<file path="src/rtl/msb_pkg.sv">
`timescale 1ns / 1ps
// ----------------------------------------------------------------------------
// msb_pkg
// shared types and constants for the metal shine band pixel blend
// ----------------------------------------------------------------------------
package msb_pkg;

    localparam int COORD_BITS    = 12;
    localparam int BAND_BITS_DEF = 10;
    localparam int POS_BITS      = 14;
    localparam int PCT_BITS      = 7;
    localparam int CHAN_BITS     = 8;
    localparam int NCH           = 3;
    localparam int K_BITS        = ((COORD_BITS + 1 > POS_BITS) ? COORD_BITS + 1 : POS_BITS) + 2;

    localparam int CFG_IDX_BITS  = 3;
    localparam int CFG_DATA_BITS = 14;

    localparam int CH_RED   = 0;
    localparam int CH_GREEN = 1;
    localparam int CH_BLUE  = 2;

    localparam logic [CFG_IDX_BITS-1:0] REG_DIRECTION     = 3'd0;
    localparam logic [CFG_IDX_BITS-1:0] REG_BAND_SIZE     = 3'd1;
    localparam logic [CFG_IDX_BITS-1:0] REG_GRAD_PERCENT  = 3'd2;
    localparam logic [CFG_IDX_BITS-1:0] REG_BRIGHT_RED    = 3'd3;
    localparam logic [CFG_IDX_BITS-1:0] REG_BRIGHT_GREEN  = 3'd4;
    localparam logic [CFG_IDX_BITS-1:0] REG_BRIGHT_BLUE   = 3'd5;
    localparam logic [CFG_IDX_BITS-1:0] REG_BAND_POSITION = 3'd6;

    localparam int                    BAND_SIZE_RST = 64;
    localparam logic [PCT_BITS-1:0]   GRAD_PCT_RST  = 7'd25;
    localparam logic [CHAN_BITS-1:0]  BRIGHT_RST    = 8'hFF;
    localparam logic [POS_BITS-1:0]   POS_RST       = 14'd0;

    // floor(x / 100) as (x * GRAD_RECIP) >> GRAD_SHIFT, exact for x below 2^20
    localparam int                    RECIP_BITS = 20;
    localparam logic [RECIP_BITS-1:0] GRAD_RECIP = 20'd671089;
    localparam int                    GRAD_SHIFT = 26;

    localparam logic [CHAN_BITS-1:0] CHAN_MAX     = 8'hFF;
    localparam logic [CHAN_BITS-1:0] ALPHA_OPAQUE = 8'hFF;
    localparam logic [CHAN_BITS-1:0] ALPHA_CLEAR  = 8'h00;
    localparam logic [CHAN_BITS:0]   ALPHA_ONE    = 9'd256;

    typedef enum logic [1:0] {
        DIR_ROW  = 2'd0,
        DIR_COL  = 2'd1,
        DIR_DIFF = 2'd2,
        DIR_SUM  = 2'd3
    } dir_t;

    typedef struct packed {
        logic [COORD_BITS-1:0] pix_x;
        logic [COORD_BITS-1:0] pix_y;
        logic [CHAN_BITS-1:0]  src_red;
        logic [CHAN_BITS-1:0]  src_green;
        logic [CHAN_BITS-1:0]  src_blue;
        logic [CHAN_BITS-1:0]  alpha;
        logic [CHAN_BITS-1:0]  dst_red;
        logic [CHAN_BITS-1:0]  dst_green;
        logic [CHAN_BITS-1:0]  dst_blue;
    } pix_in_t;

    typedef struct packed {
        logic [CHAN_BITS-1:0] out_red;
        logic [CHAN_BITS-1:0] out_green;
        logic [CHAN_BITS-1:0] out_blue;
        logic                 write_enable;
    } pix_out_t;

    typedef struct packed {
        logic [NCH-1:0][CHAN_BITS-1:0] src;
        logic [CHAN_BITS-1:0]          alpha;
        logic [NCH-1:0][CHAN_BITS-1:0] dst;
    } pix_carry_t;

    typedef struct packed {
        logic in_band;
        logic full;
    } tint_ctl_t;

endpackage

</file>
<file path="src/rtl/msb_band.sv">
`timescale 1ns / 1ps
// ----------------------------------------------------------------------------
// msb_band
// band offset, edge ramp selection and tint numerator, four stages
// ----------------------------------------------------------------------------
module msb_band #(
    parameter int BAND_BITS = msb_pkg::BAND_BITS_DEF
) (
    input  logic                                                 aclk,
    input  logic [3:0]                                           stage_en,
    input  msb_pkg::pix_in_t                                     pix_in,
    input  msb_pkg::dir_t                                        direction,
    input  logic [BAND_BITS-1:0]                                 band_size,
    input  logic [msb_pkg::POS_BITS-1:0]                         band_position,
    input  logic [BAND_BITS:0]                                   grad,
    input  logic [msb_pkg::NCH-1:0][msb_pkg::CHAN_BITS-1:0]      bright,
    output msb_pkg::pix_carry_t                                  carry_out,
    output msb_pkg::tint_ctl_t                                   ctl_out,
    output logic [msb_pkg::NCH-1:0][BAND_BITS:0]                 rem_out,
    output logic [msb_pkg::NCH-1:0][msb_pkg::CHAN_BITS-1:0]      nb_out
);

    localparam int KW  = msb_pkg::K_BITS;
    localparam int CW  = msb_pkg::COORD_BITS;
    localparam int PB  = msb_pkg::POS_BITS;
    localparam int GW  = BAND_BITS + 1;
    localparam int NW  = BAND_BITS + msb_pkg::CHAN_BITS;
    localparam int CHB = msb_pkg::CHAN_BITS;

    // stage 0: offset along the sweep axis
    logic signed [KW-1:0] x_ext, y_ext, pos_ext, k_next;
    logic signed [KW-1:0] k_reg;
    msb_pkg::pix_carry_t  carry_next, carry0_reg, carry1_reg, carry2_reg, carry3_reg;

    always_comb begin
        x_ext   = $signed({{(KW-CW){1'b0}}, pix_in.pix_x});
        y_ext   = $signed({{(KW-CW){1'b0}}, pix_in.pix_y});
        pos_ext = $signed({{(KW-PB){band_position[PB-1]}}, band_position});
        unique case (direction)
            msb_pkg::DIR_ROW:  k_next = y_ext - pos_ext;
            msb_pkg::DIR_COL:  k_next = x_ext - pos_ext;
            msb_pkg::DIR_DIFF: k_next = x_ext - y_ext - pos_ext;
            msb_pkg::DIR_SUM:  k_next = x_ext + y_ext - pos_ext;
            default:           k_next = '0;
        endcase
        carry_next.src[msb_pkg::CH_RED]   = pix_in.src_red;
        carry_next.src[msb_pkg::CH_GREEN] = pix_in.src_green;
        carry_next.src[msb_pkg::CH_BLUE]  = pix_in.src_blue;
        carry_next.alpha                  = pix_in.alpha;
        carry_next.dst[msb_pkg::CH_RED]   = pix_in.dst_red;
        carry_next.dst[msb_pkg::CH_GREEN] = pix_in.dst_green;
        carry_next.dst[msb_pkg::CH_BLUE]  = pix_in.dst_blue;
    end

    always_ff @(posedge aclk) begin
        if (stage_en[0]) begin
            k_reg      <= k_next;
            carry0_reg <= carry_next;
        end
    end

    // stage 1: band membership and distance to the far edge
    logic                 inside_next, inside1_reg;
    logic [BAND_BITS-1:0] kk_next, kk_reg, sk_next, sk_reg;

    always_comb begin
        inside_next = !k_reg[KW-1] && (k_reg[KW-2:0] <= (KW-1)'(band_size));
        kk_next     = k_reg[BAND_BITS-1:0];
        sk_next     = band_size - kk_next;
    end

    always_ff @(posedge aclk) begin
        if (stage_en[1]) begin
            inside1_reg <= inside_next;
            kk_reg      <= kk_next;
            sk_reg      <= sk_next;
            carry1_reg  <= carry0_reg;
        end
    end

    // stage 2: rising or falling edge ramp
    logic                 ramp_up, ramp_dn;
    logic [BAND_BITS-1:0] m_next, m_reg;
    msb_pkg::tint_ctl_t   ctl2_next, ctl2_reg, ctl3_reg;

    always_comb begin
        ramp_up = (grad != '0) && ({1'b0, kk_reg} < grad);
        ramp_dn = (grad != '0) && !ramp_up &&
                  (({1'b0, 1'b0, kk_reg} + {1'b0, grad}) >= {1'b0, 1'b0, band_size});
        m_next            = ramp_up ? kk_reg : sk_reg;
        ctl2_next.in_band = inside1_reg;
        ctl2_next.full    = !(ramp_up || ramp_dn);
    end

    always_ff @(posedge aclk) begin
        if (stage_en[2]) begin
            m_reg      <= m_next;
            ctl2_reg   <= ctl2_next;
            carry2_reg <= carry1_reg;
        end
    end

    // stage 3: peak times ramp position, split for the divider
    logic [msb_pkg::NCH-1:0][NW-1:0]  prod;
    logic [msb_pkg::NCH-1:0][GW-1:0]  rem_next, rem_reg;
    logic [msb_pkg::NCH-1:0][CHB-1:0] nb_next, nb_reg;

    always_comb begin
        for (int c = 0; c < msb_pkg::NCH; c++) begin
            prod[c]     = NW'(bright[c]) * NW'(m_reg);
            rem_next[c] = GW'(prod[c][NW-1:CHB]);
            nb_next[c]  = prod[c][CHB-1:0];
        end
    end

    always_ff @(posedge aclk) begin
        if (stage_en[3]) begin
            rem_reg    <= rem_next;
            nb_reg     <= nb_next;
            ctl3_reg   <= ctl2_reg;
            carry3_reg <= carry2_reg;
        end
    end

    assign carry_out = carry3_reg;
    assign ctl_out   = ctl3_reg;
    assign rem_out   = rem_reg;
    assign nb_out    = nb_reg;

endmodule

</file>
<file path="src/rtl/msb_div_stage.sv">
`timescale 1ns / 1ps
// ----------------------------------------------------------------------------
// msb_div_stage
// one registered slice of the restoring tint divider, all three channels
// ----------------------------------------------------------------------------
module msb_div_stage #(
    parameter int BAND_BITS = msb_pkg::BAND_BITS_DEF,
    parameter int STEPS     = 2
) (
    input  logic                                                 aclk,
    input  logic                                                 stage_en,
    input  logic [BAND_BITS:0]                                   grad,
    input  msb_pkg::pix_carry_t                                  carry_in,
    input  msb_pkg::tint_ctl_t                                   ctl_in,
    input  logic [msb_pkg::NCH-1:0][BAND_BITS:0]                 rem_in,
    input  logic [msb_pkg::NCH-1:0][msb_pkg::CHAN_BITS-1:0]      nb_in,
    input  logic [msb_pkg::NCH-1:0][msb_pkg::CHAN_BITS-1:0]      q_in,
    output msb_pkg::pix_carry_t                                  carry_out,
    output msb_pkg::tint_ctl_t                                   ctl_out,
    output logic [msb_pkg::NCH-1:0][BAND_BITS:0]                 rem_out,
    output logic [msb_pkg::NCH-1:0][msb_pkg::CHAN_BITS-1:0]      nb_out,
    output logic [msb_pkg::NCH-1:0][msb_pkg::CHAN_BITS-1:0]      q_out
);

    localparam int GW  = BAND_BITS + 1;
    localparam int CHB = msb_pkg::CHAN_BITS;

    logic [msb_pkg::NCH-1:0][GW-1:0]  rem_next, rem_reg;
    logic [msb_pkg::NCH-1:0][CHB-1:0] nb_next, nb_reg, q_next, q_reg;
    msb_pkg::pix_carry_t              carry_reg;
    msb_pkg::tint_ctl_t               ctl_reg;

    always_comb begin
        logic [GW-1:0]  r;
        logic [GW:0]    t;
        logic [CHB-1:0] b;
        logic [CHB-1:0] q;
        for (int c = 0; c < msb_pkg::NCH; c++) begin
            r = rem_in[c];
            b = nb_in[c];
            q = q_in[c];
            for (int s = 0; s < STEPS; s++) begin
                t = {r, b[CHB-1]};
                b = {b[CHB-2:0], 1'b0};
                if (t >= {1'b0, grad}) begin
                    t = t - {1'b0, grad};
                    q = {q[CHB-2:0], 1'b1};
                end else begin
                    q = {q[CHB-2:0], 1'b0};
                end
                r = t[GW-1:0];
            end
            rem_next[c] = r;
            nb_next[c]  = b;
            q_next[c]   = q;
        end
    end

    always_ff @(posedge aclk) begin
        if (stage_en) begin
            rem_reg   <= rem_next;
            nb_reg    <= nb_next;
            q_reg     <= q_next;
            carry_reg <= carry_in;
            ctl_reg   <= ctl_in;
        end
    end

    assign carry_out = carry_reg;
    assign ctl_out   = ctl_reg;
    assign rem_out   = rem_reg;
    assign nb_out    = nb_reg;
    assign q_out     = q_reg;

endmodule

</file>
<file path="src/rtl/msb_blend.sv">
`timescale 1ns / 1ps
// ----------------------------------------------------------------------------
// msb_blend
// tint select, saturating add and alpha blend onto the destination
// ----------------------------------------------------------------------------
module msb_blend (
    input  logic                                                 aclk,
    input  logic [2:0]                                           stage_en,
    input  msb_pkg::pix_carry_t                                  carry_in,
    input  msb_pkg::tint_ctl_t                                   ctl_in,
    input  logic [msb_pkg::NCH-1:0][msb_pkg::CHAN_BITS-1:0]      q_in,
    input  logic [msb_pkg::NCH-1:0][msb_pkg::CHAN_BITS-1:0]      bright,
    output msb_pkg::pix_out_t                                    result
);

    localparam int CHB = msb_pkg::CHAN_BITS;
    localparam int NCH = msb_pkg::NCH;

    // stage a: tint and saturating add
    logic [NCH-1:0][CHB-1:0] tint, s_next, sa_s_reg, sb_s_reg;
    logic [NCH-1:0][CHB:0]   sum;
    logic [CHB-1:0]          alpha_a_reg, alpha_b_reg;
    logic [NCH-1:0][CHB-1:0] dst_a_reg, dst_b_reg;

    always_comb begin
        for (int c = 0; c < NCH; c++) begin
            if (!ctl_in.in_band) begin
                tint[c] = '0;
            end else if (ctl_in.full) begin
                tint[c] = bright[c];
            end else begin
                tint[c] = q_in[c];
            end
            sum[c]    = {1'b0, carry_in.src[c]} + {1'b0, tint[c]};
            s_next[c] = sum[c][CHB] ? msb_pkg::CHAN_MAX : sum[c][CHB-1:0];
        end
    end

    always_ff @(posedge aclk) begin
        if (stage_en[0]) begin
            sa_s_reg    <= s_next;
            alpha_a_reg <= carry_in.alpha;
            dst_a_reg   <= carry_in.dst;
        end
    end

    // stage b: weighting products
    logic [CHB:0]              inv_alpha;
    logic [NCH-1:0][2*CHB-1:0] src_w_next, src_w_reg;
    logic [NCH-1:0][2*CHB:0]   dst_w_next, dst_w_reg;

    always_comb begin
        inv_alpha = msb_pkg::ALPHA_ONE - {1'b0, alpha_a_reg};
        for (int c = 0; c < NCH; c++) begin
            src_w_next[c] = (2*CHB)'(sa_s_reg[c]) * (2*CHB)'(alpha_a_reg);
            dst_w_next[c] = (2*CHB+1)'(dst_a_reg[c]) * (2*CHB+1)'(inv_alpha);
        end
    end

    always_ff @(posedge aclk) begin
        if (stage_en[1]) begin
            src_w_reg   <= src_w_next;
            dst_w_reg   <= dst_w_next;
            sb_s_reg    <= sa_s_reg;
            dst_b_reg   <= dst_a_reg;
            alpha_b_reg <= alpha_a_reg;
        end
    end

    // stage c: sum, clamp and alpha special cases
    logic [NCH-1:0][CHB+1:0] v;
    logic [NCH-1:0][CHB-1:0] col;
    msb_pkg::pix_out_t       res_next, res_reg;

    always_comb begin
        for (int c = 0; c < NCH; c++) begin
            v[c] = (CHB+2)'(src_w_reg[c][2*CHB-1:CHB]) + (CHB+2)'(dst_w_reg[c][2*CHB:CHB]);
            if (alpha_b_reg == msb_pkg::ALPHA_CLEAR) begin
                col[c] = dst_b_reg[c];
            end else if (alpha_b_reg == msb_pkg::ALPHA_OPAQUE) begin
                col[c] = sb_s_reg[c];
            end else if (v[c] > (CHB+2)'(msb_pkg::CHAN_MAX)) begin
                col[c] = msb_pkg::CHAN_MAX;
            end else begin
                col[c] = v[c][CHB-1:0];
            end
        end
        res_next.out_red      = col[msb_pkg::CH_RED];
        res_next.out_green    = col[msb_pkg::CH_GREEN];
        res_next.out_blue     = col[msb_pkg::CH_BLUE];
        res_next.write_enable = (alpha_b_reg != msb_pkg::ALPHA_CLEAR);
    end

    always_ff @(posedge aclk) begin
        if (stage_en[2]) begin
            res_reg <= res_next;
        end
    end

    assign result = res_reg;

endmodule

</file>
<file path="src/rtl/metal_shine_band_pixel_blend.sv">
`timescale 1ns / 1ps
// ----------------------------------------------------------------------------
// metal_shine_band_pixel_blend
// shine band tint and alpha blend of a sprite pixel stream
// ----------------------------------------------------------------------------
// channels: s_valid/s_ready/s_pixel takes one sprite pixel per transfer,
// m_valid/m_ready/m_result gives one blended pixel per transfer, in order.
// cfg_valid/cfg_ready/cfg_index/cfg_data writes the band registers; cfg_ready
// is always high; the user must make writes go in only while no pixel is in
// flight; the block itself does not enforce this.
// pipeline: 11 register stages (4 band, 4 divider slices of 2 bits each,
// 3 blend).
// throughput: one pixel per cycle while m_ready is high.
// the edge width is derived from the registers through g_prod_reg and g_reg;
// it is read 2 stages into the pipe, so it is settled for a pixel taken
// right after a write.
// reset: empties the pipe and loads the register defaults.
// receiver stall: stages hold, empty stages still fill, so s_ready drops
// only when every stage carries a pixel.
// ----------------------------------------------------------------------------
module metal_shine_band_pixel_blend #(
    parameter int BAND_BITS = msb_pkg::BAND_BITS_DEF
) (
    input  logic                                  aclk,
    input  logic                                  aresetn,
    input  logic                                  s_valid,
    output logic                                  s_ready,
    input  msb_pkg::pix_in_t                      s_pixel,
    output logic                                  m_valid,
    input  logic                                  m_ready,
    output msb_pkg::pix_out_t                     m_result,
    input  logic                                  cfg_valid,
    output logic                                  cfg_ready,
    input  logic [msb_pkg::CFG_IDX_BITS-1:0]      cfg_index,
    input  logic [msb_pkg::CFG_DATA_BITS-1:0]     cfg_data
);

    localparam int NST  = 11;
    localparam int NDIV = 4;
    localparam int GW   = BAND_BITS + 1;
    localparam int PW   = msb_pkg::PCT_BITS + BAND_BITS;
    localparam int MW   = PW + msb_pkg::RECIP_BITS;
    localparam int CHB  = msb_pkg::CHAN_BITS;
    localparam int NCH  = msb_pkg::NCH;

    // band registers
    msb_pkg::dir_t                  direction_reg;
    logic [BAND_BITS-1:0]           band_size_reg;
    logic [msb_pkg::PCT_BITS-1:0]   grad_pct_reg;
    logic [NCH-1:0][CHB-1:0]        bright_reg;
    logic [msb_pkg::POS_BITS-1:0]   band_pos_reg;

    assign cfg_ready = 1'b1;

    always_ff @(posedge aclk) begin
        if (!aresetn) begin
            direction_reg <= msb_pkg::DIR_ROW;
            band_size_reg <= BAND_BITS'(msb_pkg::BAND_SIZE_RST);
            grad_pct_reg  <= msb_pkg::GRAD_PCT_RST;
            bright_reg    <= {NCH{msb_pkg::BRIGHT_RST}};
            band_pos_reg  <= msb_pkg::POS_RST;
        end else if (cfg_valid && cfg_ready) begin
            unique case (cfg_index)
                msb_pkg::REG_DIRECTION:     direction_reg <= msb_pkg::dir_t'(cfg_data[1:0]);
                msb_pkg::REG_BAND_SIZE:     band_size_reg <= cfg_data[BAND_BITS-1:0];
                msb_pkg::REG_GRAD_PERCENT:  grad_pct_reg  <= cfg_data[msb_pkg::PCT_BITS-1:0];
                msb_pkg::REG_BRIGHT_RED:    bright_reg[msb_pkg::CH_RED]   <= cfg_data[CHB-1:0];
                msb_pkg::REG_BRIGHT_GREEN:  bright_reg[msb_pkg::CH_GREEN] <= cfg_data[CHB-1:0];
                msb_pkg::REG_BRIGHT_BLUE:   bright_reg[msb_pkg::CH_BLUE]  <= cfg_data[CHB-1:0];
                msb_pkg::REG_BAND_POSITION: band_pos_reg  <= cfg_data[msb_pkg::POS_BITS-1:0];
                default: ;
            endcase
        end
    end

    // edge width: percent times size, then divide by 100 through the reciprocal
    logic [PW-1:0] g_prod_reg;
    logic [MW-1:0] g_mul;
    logic [GW-1:0] g_reg;

    assign g_mul = MW'(g_prod_reg) * MW'(msb_pkg::GRAD_RECIP);

    always_ff @(posedge aclk) begin
        g_prod_reg <= PW'(grad_pct_reg) * PW'(band_size_reg);
        g_reg      <= g_mul[msb_pkg::GRAD_SHIFT +: GW];
    end

    // pipeline valid bits and stage advance
    logic [NST-1:0] vld_reg, vld_next;
    logic [NST:0]   adv;

    always_comb begin
        adv[NST] = m_ready;
        for (int i = NST - 1; i >= 0; i--) begin
            adv[i] = !vld_reg[i] || adv[i+1];
        end
        vld_next[0] = adv[0] ? s_valid : vld_reg[0];
        for (int i = 1; i < NST; i++) begin
            vld_next[i] = adv[i] ? vld_reg[i-1] : vld_reg[i];
        end
    end

    always_ff @(posedge aclk) begin
        if (!aresetn) begin
            vld_reg <= '0;
        end else begin
            vld_reg <= vld_next;
        end
    end

    assign s_ready = adv[0];
    assign m_valid = vld_reg[NST-1];

    // datapath
    msb_pkg::pix_carry_t                   carry_d [NDIV+1];
    msb_pkg::tint_ctl_t                    ctl_d   [NDIV+1];
    logic [NCH-1:0][GW-1:0]                rem_d   [NDIV+1];
    logic [NCH-1:0][CHB-1:0]               nb_d    [NDIV+1];
    logic [NCH-1:0][CHB-1:0]               q_d     [NDIV+1];

    assign q_d[0] = '0;

    msb_band #(
        .BAND_BITS (BAND_BITS)
    ) u_band (
        .aclk          (aclk),
        .stage_en      (adv[3:0]),
        .pix_in        (s_pixel),
        .direction     (direction_reg),
        .band_size     (band_size_reg),
        .band_position (band_pos_reg),
        .grad          (g_reg),
        .bright        (bright_reg),
        .carry_out     (carry_d[0]),
        .ctl_out       (ctl_d[0]),
        .rem_out       (rem_d[0]),
        .nb_out        (nb_d[0])
    );

    for (genvar j = 0; j < NDIV; j++) begin : g_div
        msb_div_stage #(
            .BAND_BITS (BAND_BITS),
            .STEPS     (CHB / NDIV)
        ) u_div (
            .aclk      (aclk),
            .stage_en  (adv[4+j]),
            .grad      (g_reg),
            .carry_in  (carry_d[j]),
            .ctl_in    (ctl_d[j]),
            .rem_in    (rem_d[j]),
            .nb_in     (nb_d[j]),
            .q_in      (q_d[j]),
            .carry_out (carry_d[j+1]),
            .ctl_out   (ctl_d[j+1]),
            .rem_out   (rem_d[j+1]),
            .nb_out    (nb_d[j+1]),
            .q_out     (q_d[j+1])
        );
    end

    msb_blend u_blend (
        .aclk     (aclk),
        .stage_en (adv[NST-1:NST-3]),
        .carry_in (carry_d[NDIV]),
        .ctl_in   (ctl_d[NDIV]),
        .q_in     (q_d[NDIV]),
        .bright   (bright_reg),
        .result   (m_result)
    );

    // checks
    a_ready_when_drained: assert property (@(posedge aclk) disable iff (!aresetn)
        (m_ready || !m_valid) |-> s_ready)
        else $error("input stalled although the pipe can move");

    a_transfer_enters: assert property (@(posedge aclk) disable iff (!aresetn)
        (s_valid && s_ready) |=> vld_reg[0])
        else $error("input transfer not captured in first stage");

    a_grad_width: assert property (@(posedge aclk) disable iff (!aresetn)
        $past(aresetn, 3) |->
            ((32'(g_reg) * 32'd100 <= 32'($past(g_prod_reg))) &&
             (32'($past(g_prod_reg)) < (32'(g_reg) + 32'd1) * 32'd100)))
        else $error("edge width does not match percent of band size");

endmodule
</file>
<file path="config.mk">
export PLATFORM = sky130hd
export DESIGN_NAME = metal_shine_band_pixel_blend
export DESIGN_NICKNAME = d
export VERILOG_FILES = /design/src/rtl/msb_pkg.sv /design/src/rtl/msb_band.sv /design/src/rtl/msb_div_stage.sv /design/src/rtl/msb_blend.sv /design/src/rtl/metal_shine_band_pixel_blend.sv
export SDC_FILE = /design/constraint.sdc
export NUM_CORES = 2
export LEC_CHECK = 0
export ABC_AREA = 1
export BUFFER_PORTS_ARGS = -buffer_cell sky130_fd_sc_hd__buf_2
export CORE_ASPECT_RATIO = 0.6
export CORE_MARGIN = 4
export CORE_UTILIZATION = 49
export CTS_CLUSTER_SIZE = 25
export DETAILED_ROUTE_END_ITERATION = 7
export GPL_ROUTABILITY_DRIVEN = 0
export MAX_ROUTING_LAYER = met4
export PLACE_DENSITY = 0.77
export SLEW_MARGIN = 0
export SYNTH_ARGS = -nofsm -noshare
export SYNTH_HDL_FRONTEND = slang
export SYNTH_SLANG_ARGS = --single-unit
</file>
<file path="constraint.sdc">
create_clock -name aclk -period 15.3 [get_ports aclk]
set_input_delay 1.53 -clock aclk [delete_from_list [all_inputs] [get_ports aclk]]
set_output_delay 1.53 -clock aclk [all_outputs]
set_load 0.02 [all_outputs]
</file>
==> results.py <==
metrics = {
    "place": {
        "port_buffers": 128,
        "hpwl_um": 162000,
        "dp.cells": 11500,
        "pre_cts_slack_ns": 7.51,
    },
    "synthesis": {
        "syn-cell-area_um2": 82400,
        "yosysSeqAreaShare_pct": 36.7,
        "synthCells": 9293,
        "ys_warn_count": 0,
        "synth-main-ff-cell": "edfxtp_1",
        "synth_top_cell_by_area": "edfxtp_1",
        "syn_avg_cell_area_um2": 8.86,
        "synthTopCellsByArea": "edfxtp_1, ha_1, fa_1",
        "synth_cell_types": 58,
        "synth.most_common_cell": "nand2_1",
        "synth-edff-count": 943,
        "synth-seq-cells": 1039,
        "synth_common_cells": "nand2_1, inv_1, edfxtp_1, ha_1, nor2_1",
        "async_flop_share_pct": 0,
        "syn-num-nets": 10800,
        "netlist.area_leader.share_pct": 34.4,
    },
    "layout": {
        "layout-drive-gt1-share_pct": 4.00,
        "layout.cells.non_filler": 11700,
        "syn2layout_area_growth_pct": 7.51,
        "final_util_pct": 53.0,
        "fin_nets": 10900,
        "largest_reg_flops": 224,
        "n_fill_cell": 14400,
    },
    "floorplan": {
        "die_y_um": 326,
        "start_util_pct": 49.3,
        "rows": 116,
        "die_w_um": 537,
        "boundaryPins": 130,
        "coreArea_um2": 167000,
        "die_area_um2": 175000,
    },
    "status": {
        "status": "complete, no violations",
    },
    "grt": {
        "use_met3_pct": 7.08,
        "grt_usage_pct": 25.0,
        "use_met2_pct": 33.9,
        "met1_usage_pct": 36.6,
        "gr-total-overflow": 0,
        "grt_pass1_vias": 62300,
        "grt_busiest_layer": "met1",
        "antenna_found_initial": 8,
        "grt_max_degree": 72,
        "grt_pass1_wl_um": 339000,
    },
    "timing": {
        "period_needed_ns": 7.86,
        "setup_ws_ns": 7.44,
        "clock_skew_ns": 0.0827,
        "rsz0062_at_grt": "false",
        "worstMarginPinSlew_ns": 1.30,
        "hold_violations": 0,
        "finalSetupViolCount": 0,
        "slew-limit-headroom_pct": 13.3,
        "tns_ns": 0,
        "drv_slew": 0,
        "max_freq_mhz": 127,
        "fin_crit_sh_pct": 51.4,
    },
    "setup_path": {
        "crit_type": "in2out",
        "crit_path_end_kind": "output pin",
        "cp.arrival_ns": 6.33,
        "r2r_cells": 18,
        "crit_required_ns": 13.77,
        "crit_fanout": 58,
        "start_kind": "input port",
        "rrSetupSlack_ns": 8.60,
    },
    "routing": {
        "routed_wirelength_um": 215000,
        "remaining_drc_errors": 0,
        "drtAntennaViolNets": 0,
        "vias": 64700,
        "avgRoutedWirePerCell_um": 18.4,
        "initialDrtViolationCount": 8240,
        "drt-pass1-iter-count": 8,
        "viasPerCell": 5.54,
    },
    "clocking": {
        "postCtsSetupRepairBufs": 0,
        "clk_path_buf_depth": 3,
        "cts_tree": "yes",
        "cts_buffers": 93,
        "cts.sinks": 1039,
        "root_buffer": "clkbuf_16",
        "clk_latency_ns": 0.76,
        "clk_pin_slew_worst_paths_ns": 0.08,
        "cts_htree_levels": 3,
        "cts.repair.resized": 0,
        "ctsHoldBuffers": 0,
    },
    "run": {
        "max_cap_violations": 0,
    },
    "hold_path": {
        "whs_path_depth": 0,
        "hp-class": "reg2reg",
    },
}
-- metal layers --
| layer | up-vias | share of wire (%) |
|---|---|---|
| met5 | - | 0 |
| met1 | 30600 | 44 |
| met2 | 3661 | 40 |
| met3 | 424 | 13 |
| met4 | 0 | 2.9 |
| li1 | 30000 | - |
-- final timing paths --
| path | startpoint | end |
|---|---|---|
| setup / recovery | m_ready | s_ready |
| hold / removal | u_band.ctl_out[1] | g_div[0].u_div.ctl_out[1] |
| setup reg to reg | u_blend.alpha_a_reg[0] | u_blend.dst_w_reg[30] |
| hold reg to reg | u_band.ctl_out[1] | g_div[0].u_div.ctl_out[1] |
-- through the flow --
step                hold WS (ns)  area [µm²]
detailed placement         0.405       85400
floorplan                  0.400       82400
global placement           0.400       85400
finish                     0.385       88500
global route               0.416       88500
CTS                        0.390       88500
-- placed cells by master (no fill, tap or decap), types with 8 or more instances in the layout --
| master | count |
|---|---|
| o21ai_0 | 324 |
| xor2_1 | 164 |
| nand2_1 | 2402 |
| ha_1 | 895 |
| buf_4 | 45 |
| fa_1 | 549 |
| o21a_1 | 19 |
| a21oi_1 | 458 |
| inv_1 | 1688 |
| clkinvlp_4 | 8 |
| a211oi_1 | 14 |
| a31oi_1 | 17 |
| nand3b_1 | 30 |
| clkbuf_16 | 94 |
| o31ai_1 | 11 |
| clkinv_1 | 14 |
| o21bai_1 | 51 |
| a21boi_0 | 12 |
| a21o_1 | 48 |
| nand4_1 | 72 |
| nor3_1 | 61 |
| nor4_1 | 13 |
| o211ai_1 | 12 |
| nor2_1 | 592 |
| nand3_1 | 432 |
| inv_6 | 8 |
| clkbuf_8 | 8 |
| edfxtp_1 | 943 |
| or2_2 | 25 |
| dfxtp_1 | 95 |
| xnor2_1 | 113 |
| clkbuf_1 | 10 |
| buf_2 | 128 |
-- logic make-up (layout without fill, tap and decap cells) --
family	after synthesis	after routing	share of synthesized area [%]
fa+ha+maj	1444	1444	26.9
flops	1039	1039	36.7
simple gates	3655	3655	18.0
compound gates	990	990	6.65
buf+inv	1887	2038	8.74
other cells	1	6	0.00455
xor+xnor	277	277	2.95
-- area by class of cell --
cell class | instances | area, µm² | share of cell area, %
multi-input cells | 6367 | 45000 | 50.8
flip-flops and latches | 1039 | 30200 | 34.2
inverters | 1697 | 6380 | 7.20
well taps | 2242 | 2810 | 3.17
clock buffers | 112 | 2500 | 2.82
repair buffers | 173 | 978 | 1.11
clock inverters | 56 | 647 | 0.731
diodes | 5 | 12.5 | 0.0141
-- worst max-delay path: stages --
cell      delay (ns)
buf_2           0.10
inv_1           0.12
nand4_1         0.11
buf_4           0.36
nor2_1          0.29
clkinv_2        0.47
nor2_1          0.67
nand3_4         0.77
nor2_1          0.80
nand4_1         0.65
buf_2           0.39
Power is left out: the tool's default activity adds up to more than one toggle a clock period on the data nets, which glitch-free logic cannot reach.
